### src/rtl/cnfc_pkg.sv
package cnfc_pkg;

	localparam int unsigned MAX_VARS    = 65535;
	localparam int unsigned MAX_CLAUSES = 1048575;

	localparam int VAR_W = 16;
	localparam int CLS_W = 20;
	localparam int ACC_W = 21;
	localparam int LIT_W = 17;
	localparam int IDX_W = 16;
	localparam int ERR_W = 4;

	localparam int TAG_DEPTH = 2 ** IDX_W;

	localparam logic [ACC_W-1:0] ACC_CAP         = '1;
	localparam logic [ACC_W-1:0] MAX_VARS_ACC    = ACC_W'(MAX_VARS);
	localparam logic [ACC_W-1:0] MAX_CLAUSES_ACC = ACC_W'(MAX_CLAUSES);

	localparam logic [7:0] CH_ZERO  = 8'h30;
	localparam logic [7:0] CH_NINE  = 8'h39;
	localparam logic [7:0] CH_MINUS = 8'h2d;
	localparam logic [7:0] CH_PLUS  = 8'h2b;
	localparam logic [7:0] CH_C     = 8'h63;
	localparam logic [7:0] CH_P     = 8'h70;
	localparam logic [7:0] CH_N     = 8'h6e;
	localparam logic [7:0] CH_F     = 8'h66;
	localparam logic [7:0] CH_SP    = 8'h20;
	localparam logic [7:0] CH_TAB   = 8'h09;
	localparam logic [7:0] CH_LF    = 8'h0a;
	localparam logic [7:0] CH_VT    = 8'h0b;
	localparam logic [7:0] CH_FF    = 8'h0c;
	localparam logic [7:0] CH_CR    = 8'h0d;

	typedef enum logic [ERR_W-1:0] {
		ERR_NONE        = 4'd0,
		ERR_EOF         = 4'd1,
		ERR_BAD_CHAR    = 4'd2,
		ERR_BAD_HEADER  = 4'd3,
		ERR_ZERO_MISS   = 4'd4,
		ERR_CLAUSE_MISS = 4'd5,
		ERR_MINUS       = 4'd6,
		ERR_NO_DIGIT    = 4'd7,
		ERR_VAR_BIG     = 4'd8,
		ERR_CLAUSE_MANY = 4'd9,
		ERR_VAR_TWICE   = 4'd10
	} err_t;

	typedef enum logic [15:0] {
		MODE_START    = 16'h0001,
		MODE_HCOMMENT = 16'h0002,
		MODE_PRE_C    = 16'h0004,
		MODE_N        = 16'h0008,
		MODE_F        = 16'h0010,
		MODE_V_WS     = 16'h0020,
		MODE_V_SIGN   = 16'h0040,
		MODE_V_DIG    = 16'h0080,
		MODE_C_WS     = 16'h0100,
		MODE_C_SIGN   = 16'h0200,
		MODE_C_DIG    = 16'h0400,
		MODE_BODY     = 16'h0800,
		MODE_BCOMMENT = 16'h1000,
		MODE_MINUS    = 16'h2000,
		MODE_DIGIT    = 16'h4000,
		MODE_DONE     = 16'h8000
	} mode_t;

	typedef struct packed {
		logic             rd_en;
		logic [IDX_W-1:0] rd_addr;
		logic             wr_en;
		logic [IDX_W-1:0] wr_addr;
		logic [CLS_W-1:0] wr_data;
	} tag_req_t;

	typedef struct packed {
		logic signed [LIT_W-1:0] literal;
		logic                    literal_valid;
		logic                    clause_end;
		logic [CLS_W-1:0]        clauses_read;
		logic                    header_valid;
		logic [VAR_W-1:0]        var_count;
		logic [CLS_W-1:0]        clause_total;
		logic [ERR_W-1:0]        error_code;
		logic                    finished;
	} result_t;

endpackage

### src/rtl/cnfc_parser.sv
module cnfc_parser
	import cnfc_pkg::*;
(
	input  logic             clk,
	input  logic             arst_n,
	input  logic             accept,
	input  logic [7:0]       in_byte,
	input  logic             end_of_input,
	input  logic [CLS_W-1:0] tag_rd_data,
	output tag_req_t         tag_req,
	output result_t          result
);

	mode_t            mode_q;
	logic [VAR_W-1:0] hvars_q;
	logic [CLS_W-1:0] hcl_q;
	logic [CLS_W-1:0] closed_q;
	logic [ACC_W-1:0] acc_q;
	logic             neg_q;
	logic             lastnz_q;
	err_t             err_q;

	mode_t            mode_n;
	logic [VAR_W-1:0] hvars_n;
	logic [CLS_W-1:0] hcl_n;
	logic [CLS_W-1:0] closed_n;
	logic [ACC_W-1:0] acc_n;
	logic             neg_n;
	logic             lastnz_n;
	err_t             err_n;
	logic             active;
	logic             wr_en;
	logic [IDX_W-1:0] wr_addr;
	logic [CLS_W-1:0] wr_data;
	logic signed [LIT_W-1:0] lit;
	logic             lit_valid;
	logic             cl_end;

	always_comb begin
		logic             run;
		logic             eof;
		logic             dig;
		logic             hsp;
		logic             bsp;
		logic [ACC_W-1:0] dval;
		logic [ACC_W+3:0] prod;
		logic [CLS_W-1:0] tag;
		logic [LIT_W-1:0] mag;

		mode_n    = mode_q;
		hvars_n   = hvars_q;
		hcl_n     = hcl_q;
		closed_n  = closed_q;
		acc_n     = acc_q;
		neg_n     = neg_q;
		lastnz_n  = lastnz_q;
		err_n     = err_q;
		wr_en     = 1'b0;
		wr_addr   = '0;
		wr_data   = '0;
		lit       = '0;
		lit_valid = 1'b0;
		cl_end    = 1'b0;
		tag       = '0;
		mag       = '0;
		prod      = '0;

		eof  = end_of_input;
		dig  = !eof && (in_byte >= CH_ZERO) && (in_byte <= CH_NINE);
		hsp  = !eof && ((in_byte == CH_SP) || (in_byte == CH_TAB) || (in_byte == CH_LF) ||
			(in_byte == CH_VT) || (in_byte == CH_FF) || (in_byte == CH_CR));
		bsp  = !eof && ((in_byte == CH_SP) || (in_byte == CH_TAB) || (in_byte == CH_LF) ||
			(in_byte == CH_CR));
		dval = ACC_W'(in_byte[3:0]);

		active = (err_q == ERR_NONE) && (mode_q != MODE_DONE);
		run    = active;

		// a terminating byte is handled a second time in the follow-on mode
		for (int p = 0; p < 2; p++) begin
			if (run) begin
				run = 1'b0;
				case (mode_n)
					MODE_START: begin
						if (eof) err_n = ERR_EOF;
						else if (in_byte == CH_C) mode_n = MODE_HCOMMENT;
						else if (in_byte == CH_P) mode_n = MODE_PRE_C;
						else err_n = ERR_BAD_CHAR;
					end
					MODE_HCOMMENT: begin
						if (eof) err_n = ERR_EOF;
						else if (in_byte == CH_LF) mode_n = MODE_START;
					end
					MODE_PRE_C: begin
						if (!hsp) begin
							if (!eof && in_byte == CH_C) mode_n = MODE_N;
							else err_n = ERR_BAD_HEADER;
						end
					end
					MODE_N: begin
						if (!eof && in_byte == CH_N) mode_n = MODE_F;
						else err_n = ERR_BAD_HEADER;
					end
					MODE_F: begin
						if (!eof && in_byte == CH_F) mode_n = MODE_V_WS;
						else err_n = ERR_BAD_HEADER;
					end
					MODE_V_WS, MODE_C_WS: begin
						if (eof) begin
							err_n = ERR_BAD_HEADER;
						end else if (!hsp) begin
							if (in_byte == CH_PLUS || in_byte == CH_MINUS) begin
								neg_n  = (in_byte == CH_MINUS);
								mode_n = (mode_n == MODE_V_WS) ? MODE_V_SIGN : MODE_C_SIGN;
							end else if (dig) begin
								neg_n  = 1'b0;
								acc_n  = dval;
								mode_n = (mode_n == MODE_V_WS) ? MODE_V_DIG : MODE_C_DIG;
							end else begin
								err_n = ERR_BAD_HEADER;
							end
						end
					end
					MODE_V_SIGN, MODE_C_SIGN: begin
						if (dig) begin
							acc_n  = dval;
							mode_n = (mode_n == MODE_V_SIGN) ? MODE_V_DIG : MODE_C_DIG;
						end else begin
							err_n = ERR_BAD_HEADER;
						end
					end
					MODE_V_DIG, MODE_C_DIG, MODE_DIGIT: begin
						if (dig) begin
							prod = {1'b0, acc_n, 3'b000} + {3'b000, acc_n, 1'b0} + {4'b0000, dval};
							if (prod > {4'b0000, ACC_CAP}) acc_n = ACC_CAP;
							else acc_n = prod[ACC_W-1:0];
						end else if (mode_n == MODE_V_DIG) begin
							if ((neg_n && acc_n != '0) || acc_n > MAX_VARS_ACC) begin
								err_n = ERR_BAD_HEADER;
							end else begin
								hvars_n = acc_n[VAR_W-1:0];
								mode_n  = MODE_C_WS;
								run     = 1'b1;
							end
						end else if (mode_n == MODE_C_DIG) begin
							if ((neg_n && acc_n != '0) || acc_n > MAX_CLAUSES_ACC) begin
								err_n = ERR_BAD_HEADER;
							end else begin
								hcl_n  = acc_n[CLS_W-1:0];
								acc_n  = '0;
								neg_n  = 1'b0;
								mode_n = MODE_BODY;
								run    = 1'b1;
							end
						end else begin
							// literal complete
							tag = closed_n + CLS_W'(1);
							if (acc_n > {{(ACC_W-VAR_W){1'b0}}, hvars_n}) begin
								err_n = ERR_VAR_BIG;
							end else if (closed_n >= hcl_n) begin
								err_n = ERR_CLAUSE_MANY;
							end else if (acc_n != '0) begin
								if (tag_rd_data == tag) begin
									err_n = ERR_VAR_TWICE;
								end else begin
									wr_en     = 1'b1;
									wr_addr   = acc_n[IDX_W-1:0];
									wr_data   = tag;
									mag       = {1'b0, acc_n[VAR_W-1:0]};
									lit       = neg_n ? -$signed(mag) : $signed(mag);
									lit_valid = 1'b1;
									lastnz_n  = 1'b1;
								end
							end else begin
								closed_n = tag;
								cl_end   = 1'b1;
								lastnz_n = 1'b0;
							end
							if (err_n == ERR_NONE) begin
								acc_n  = '0;
								neg_n  = 1'b0;
								mode_n = MODE_BODY;
								run    = 1'b1;
							end
						end
					end
					MODE_BODY: begin
						if (eof) begin
							if (lastnz_n) err_n = ERR_ZERO_MISS;
							else if (closed_n < hcl_n) err_n = ERR_CLAUSE_MISS;
							else mode_n = MODE_DONE;
						end else if (bsp) begin
							mode_n = MODE_BODY;
						end else if (in_byte == CH_C) begin
							mode_n = MODE_BCOMMENT;
						end else if (in_byte == CH_MINUS) begin
							neg_n  = 1'b1;
							mode_n = MODE_MINUS;
						end else if (dig) begin
							neg_n  = 1'b0;
							acc_n  = dval;
							mode_n = MODE_DIGIT;
						end else begin
							err_n = ERR_NO_DIGIT;
						end
					end
					MODE_BCOMMENT: begin
						if (eof) err_n = ERR_EOF;
						else if (in_byte == CH_LF) mode_n = MODE_BODY;
					end
					MODE_MINUS: begin
						if (dig) begin
							acc_n  = dval;
							mode_n = MODE_DIGIT;
						end else begin
							err_n = ERR_MINUS;
						end
					end
					default: begin
						mode_n = mode_n;
					end
				endcase
			end
		end
	end

	always_ff @(posedge clk or negedge arst_n) begin
		if (!arst_n) begin
			mode_q   <= MODE_START;
			hvars_q  <= '0;
			hcl_q    <= '0;
			closed_q <= '0;
			acc_q    <= '0;
			neg_q    <= 1'b0;
			lastnz_q <= 1'b0;
			err_q    <= ERR_NONE;
		end else if (accept) begin
			mode_q   <= mode_n;
			hvars_q  <= hvars_n;
			hcl_q    <= hcl_n;
			closed_q <= closed_n;
			acc_q    <= acc_n;
			neg_q    <= neg_n;
			lastnz_q <= lastnz_n;
			err_q    <= err_n;
		end
	end

	// look up the tag of the number being built, ready for its terminator
	assign tag_req.rd_en   = accept && active && (mode_n == MODE_DIGIT);
	assign tag_req.rd_addr = acc_n[IDX_W-1:0];
	assign tag_req.wr_en   = accept && wr_en;
	assign tag_req.wr_addr = wr_addr;
	assign tag_req.wr_data = wr_data;

	logic hv_n;
	assign hv_n = (mode_n == MODE_BODY) || (mode_n == MODE_BCOMMENT) ||
		(mode_n == MODE_MINUS) || (mode_n == MODE_DIGIT) || (mode_n == MODE_DONE);

	assign result.literal       = lit;
	assign result.literal_valid = lit_valid;
	assign result.clause_end    = cl_end;
	assign result.clauses_read  = closed_n;
	assign result.header_valid  = hv_n;
	assign result.var_count     = hv_n ? hvars_n : '0;
	assign result.clause_total  = hv_n ? hcl_n : '0;
	assign result.error_code    = err_n;
	assign result.finished      = (mode_n == MODE_DONE) && (err_n == ERR_NONE);

endmodule

### config.mk
export PLATFORM = sky130hd
export DESIGN_NAME = cnfc_parser
export DESIGN_NICKNAME = d
export VERILOG_FILES = /design/src/rtl/cnfc_pkg.sv /design/src/rtl/cnfc_parser.sv
export SDC_FILE = /design/constraint.sdc
export NUM_CORES = 1
export LEC_CHECK = 0
export BUFFER_PORTS_ARGS = -buffer_cell sky130_fd_sc_hd__buf_2
export CAP_MARGIN = 20
export CORE_MARGIN = 4
export CORE_UTILIZATION = 50
export DETAILED_ROUTE_END_ITERATION = 10
export PLACE_DENSITY = 0.75
export RECOVER_POWER = 100
export SKIP_LAST_GASP = 1
export SLEW_MARGIN = 10
export SYNTH_ARGS = -nofsm -noshare
export SYNTH_HDL_FRONTEND = slang
export SYNTH_SLANG_ARGS = --single-unit
### constraint.sdc
create_clock -name clk -period 7.3 [get_ports clk]
set_input_delay 0.365 -clock clk [delete_from_list [all_inputs] [get_ports clk]]
set_output_delay 0.365 -clock clk [all_outputs]
set_load 0.05 [all_outputs]
==> results.md <==
* Rows at 57
* Final hold vios at 0
* Post-synth top flop: dfrtp_1
* Minimum clock period at 7009 ps
* Initial Util at 51.29%
* Largest net degree at the start of global routing at 85
* Max-Cap Viols at 4
* Drt first-iter violations at about 1700
* First-pass GRT wire length at 76380 um
* CTS tree: built
* Root Driver: clkbuf_16
* Max incr delay on CP at 690 ps
* Synth Instances at 1701
* I/O pins at between 150 and 200
* Fmax at roughly 0.14 GHz
* Fin. max-slew vios at ~170
* Pleak at approximately 6.5 nW
* Mux cell area share after synthesis at 4.253%
* Die width at 166.9 um
* Critical path's top delay family: compound AO/OA/AOI/OAI gates
* Worst slew pin tran at 3427 ps
* Post-synthesis compound-gate area fraction at 21.61%
* Detailed Routing Iterations Pass 1 at 6
* Overall power at 1.649 mW
* Worst vdd ir at 0.1374 mV
* Hold_sp: accept
* Synth Warn # at 0
* Syn Area/Cell at around 7.4 um2
* Critical path buffer and inverter count at 5
* Routed Antenna Nets at 0
* R2R Path Start: mode_q[1]
* Synth top area share at between 15 and 20%
* Hold Crit Class: input port to register
* RSZ-0062 raised after global routing: false
* CP Capture Type: output port
* Total nets after synthesis at 1835
* Final wirelength at between 40000 and 50000 um
* Detail Placement HPWL at 38170 um
* Final period util at 96.01%
* Startpoint Class: register
* CTS Buffer Depth at 2
* Commonest non-fill, non-tap cells in the layout: nor2_1 (239), a21oi_1 (138), nand2_1 (123), clkbuf_1 (105), ha_1 (100)
* Synthesized flop and latch total at 99
* Most frequent CP cell: clkbuf_1
* Syn-to-layout area delta at 11.00%
* H-Tree Depth at 3
* Outcome: finished, violations left
* Critical path arrival at 6640 ps
* Die ar. at 27850 um2
* Leading area contributor after synthesis: dfrtp_1
* Clock Pin Slew Worst Setup and Hold Paths at 90 ps
* # setup viols final at 0
* Failing checks: max-capacitance violations, max-slew violations
* Worst setup path class: register to output port
* Gpl congestion at 1.099
* Asr flop ratio synth at 100.0%
* Power Density at 117.7 nW/um2
* Final Core Density at 56.93%
* DR vias at 14020
* Post-Synth XOR/XNOR Area at 8.467%
* Area after DPL at 13830 um2
* Initial antenna violation count at 0
* Post-Synth Simple-Gate Area at between 20% and 30%
* Slowest cell on the critical path: or2_0
* Post-synthesis sequential area ratio at 19.64%
* Core area at 24600 um2
* Worst Skew at 20.11 ps
* Global Route Usage Sum at 33.93%
* Slew margin rel. at -128.5%
* Wire per inst at 22.84 um
* Number of distinct library cells after synthesis at 97
* Largest family of logic cells by synthesized area: simple AND/OR/NAND/NOR gates
* Max FO, Critical Path at 14
* Final instance area at 14010 um2
* Synthesized area at 12620 um2
* Number of enable flip-flop cells after synthesis at 0
* Top cells by area, synth: dfrtp_1 (19%), ha_1 (9.9%), nor2_1 (7.1%)
* Die H at about 170 um
* Most common cell after layout, fill and taps aside: nor2_1
* Worst skew pair latency at 370 ps
* TNS Setup at 0 ps
* Worst EP required at 6930 ps
* Gr ovfl total at 0
* CTS buffer count at 9
* Synth Area in Adders at around a tenth
* Vias in the first global route at 13270
* Diodes inserted at 0
* Clk sinks at between 90 and 100
* Layout cell share with drive strength beyond 1 at between 10% and 20%
* Post-CTS Setup Bufs at 0
* # port buffers at 166
* Worst Setup SP: acc_q[2]
* Vias/cell at 6.521
* DRC Markers at 0
* Nets@finish at slightly below 2000
* Crit path cell chain: clkbuf_1, inv_1, fa_1, inv_1, ha_1, a21o_1, a21oi_1, o31ai_1, a21oi_1, o31ai_1, and3b_1, o41a_1, a211oi_1, clkbuf_1, or2_0, nor3_1, o22ai_1, clkbuf_1
flip-flops by register name (all words and copies together) (netlist names):
| signal | cells |
|---|---|
| neg_q | 1 |
| hvars_q | 16 |
| hcl_q | 20 |
| acc_q | 21 |
| err_q | 4 |
| mode_q | 16 |
| lastnz_q | 1 |
| closed_q | 20 |
power by group:
group	leakage, nW	total (mW)	internal, mW	switching (mW)
combinational	5.19	0.481	0.171	0.311
clock	0.148	0.508	0.244	0.264
sequential	1.17	0.660	0.595	0.0643
layer usage:
layer	part of all wire (%)	wire [um]	track usage (%)
met3	9.9	4870	6.400
met5	0	0	0
met1	41	20000	45.38
met4	4.3	2114	12.49
met2	45	22130	54.76
synthesized netlist by cell type, types with 19 or more instances:
master	number
inv_1	90
nand4_1	41
ha_1	100
nand2_1	124
clkbuf_1	90
o21ai_0	74
dfrtp_1	98
and3_1	21
a21oi_1	137
nor3_1	39
nor2_1	239
mux2i_1	39
xnor2_1	77
xor2_1	37
buf_4	20
nand3_1	43
a31oi_1	19
nor4_1	37
a21o_1	29
timing repair:
item	CTS	global route
hold endpoints to repair	3	0
gates resized for setup	0	11
hold buffers	1	0
setup endpoints to repair	0	39
final timing paths:
path                                 to  slack (ps)  cells past startpoint
setup / recovery            tag_req[46]         290                     18
hold / removal               mode_q[11]         430                      2
setup reg to reg               err_q[0]        1350                     13
hold reg to reg             hvars_q[13]         560                      2
max in group asynchronous     mode_q[9]        1780                      3
min in group asynchronous  closed_q[14]        1270                      2
metrics by stage:
| step | hold WS, ps | setup slack [ps] | cells |
|---|---|---|---|
| 2_1_floorplan | 69.41 | 480.0 | 1701 |
| 3_3_place_gp | 391.2 | 542.1 | 2133 |
| 3_5_place_dp | 406.2 | 482.2 | 2133 |
| 4_1_cts | 428.7 | 57.48 | 2150 |
| 5_1_grt | 471.5 | 8.995 | 2150 |
| 6_report | 433.2 | 291.2 | 2150 |
layout make-up:
class	count	area [um2]
clock buffers	9	225.2
flip-flops and latches	99	2479
fillers	2375	10600
clock inverters	7	78.83
repair buffers	239	1235
inverters	90	337.8
multi-input cells	1382	9246
well taps	324	405.4
cell families after synthesis:
family / after synthesis
AOI/OAI and AO/OA: 413
xor gates and xnor gates: 117
adders and majority gates: 102
buffers and inverters: 220
DFF: 99
muxes: 52
and+or+nand+nor: 698
worst reg2reg max path, delay by kind of cell (launching register included):
kind	cells	cell delay, ps
compound gates	4	1630
flops	1	470
mux	1	400
simple gates	8	3370
(Power assumes the default switching activity.)
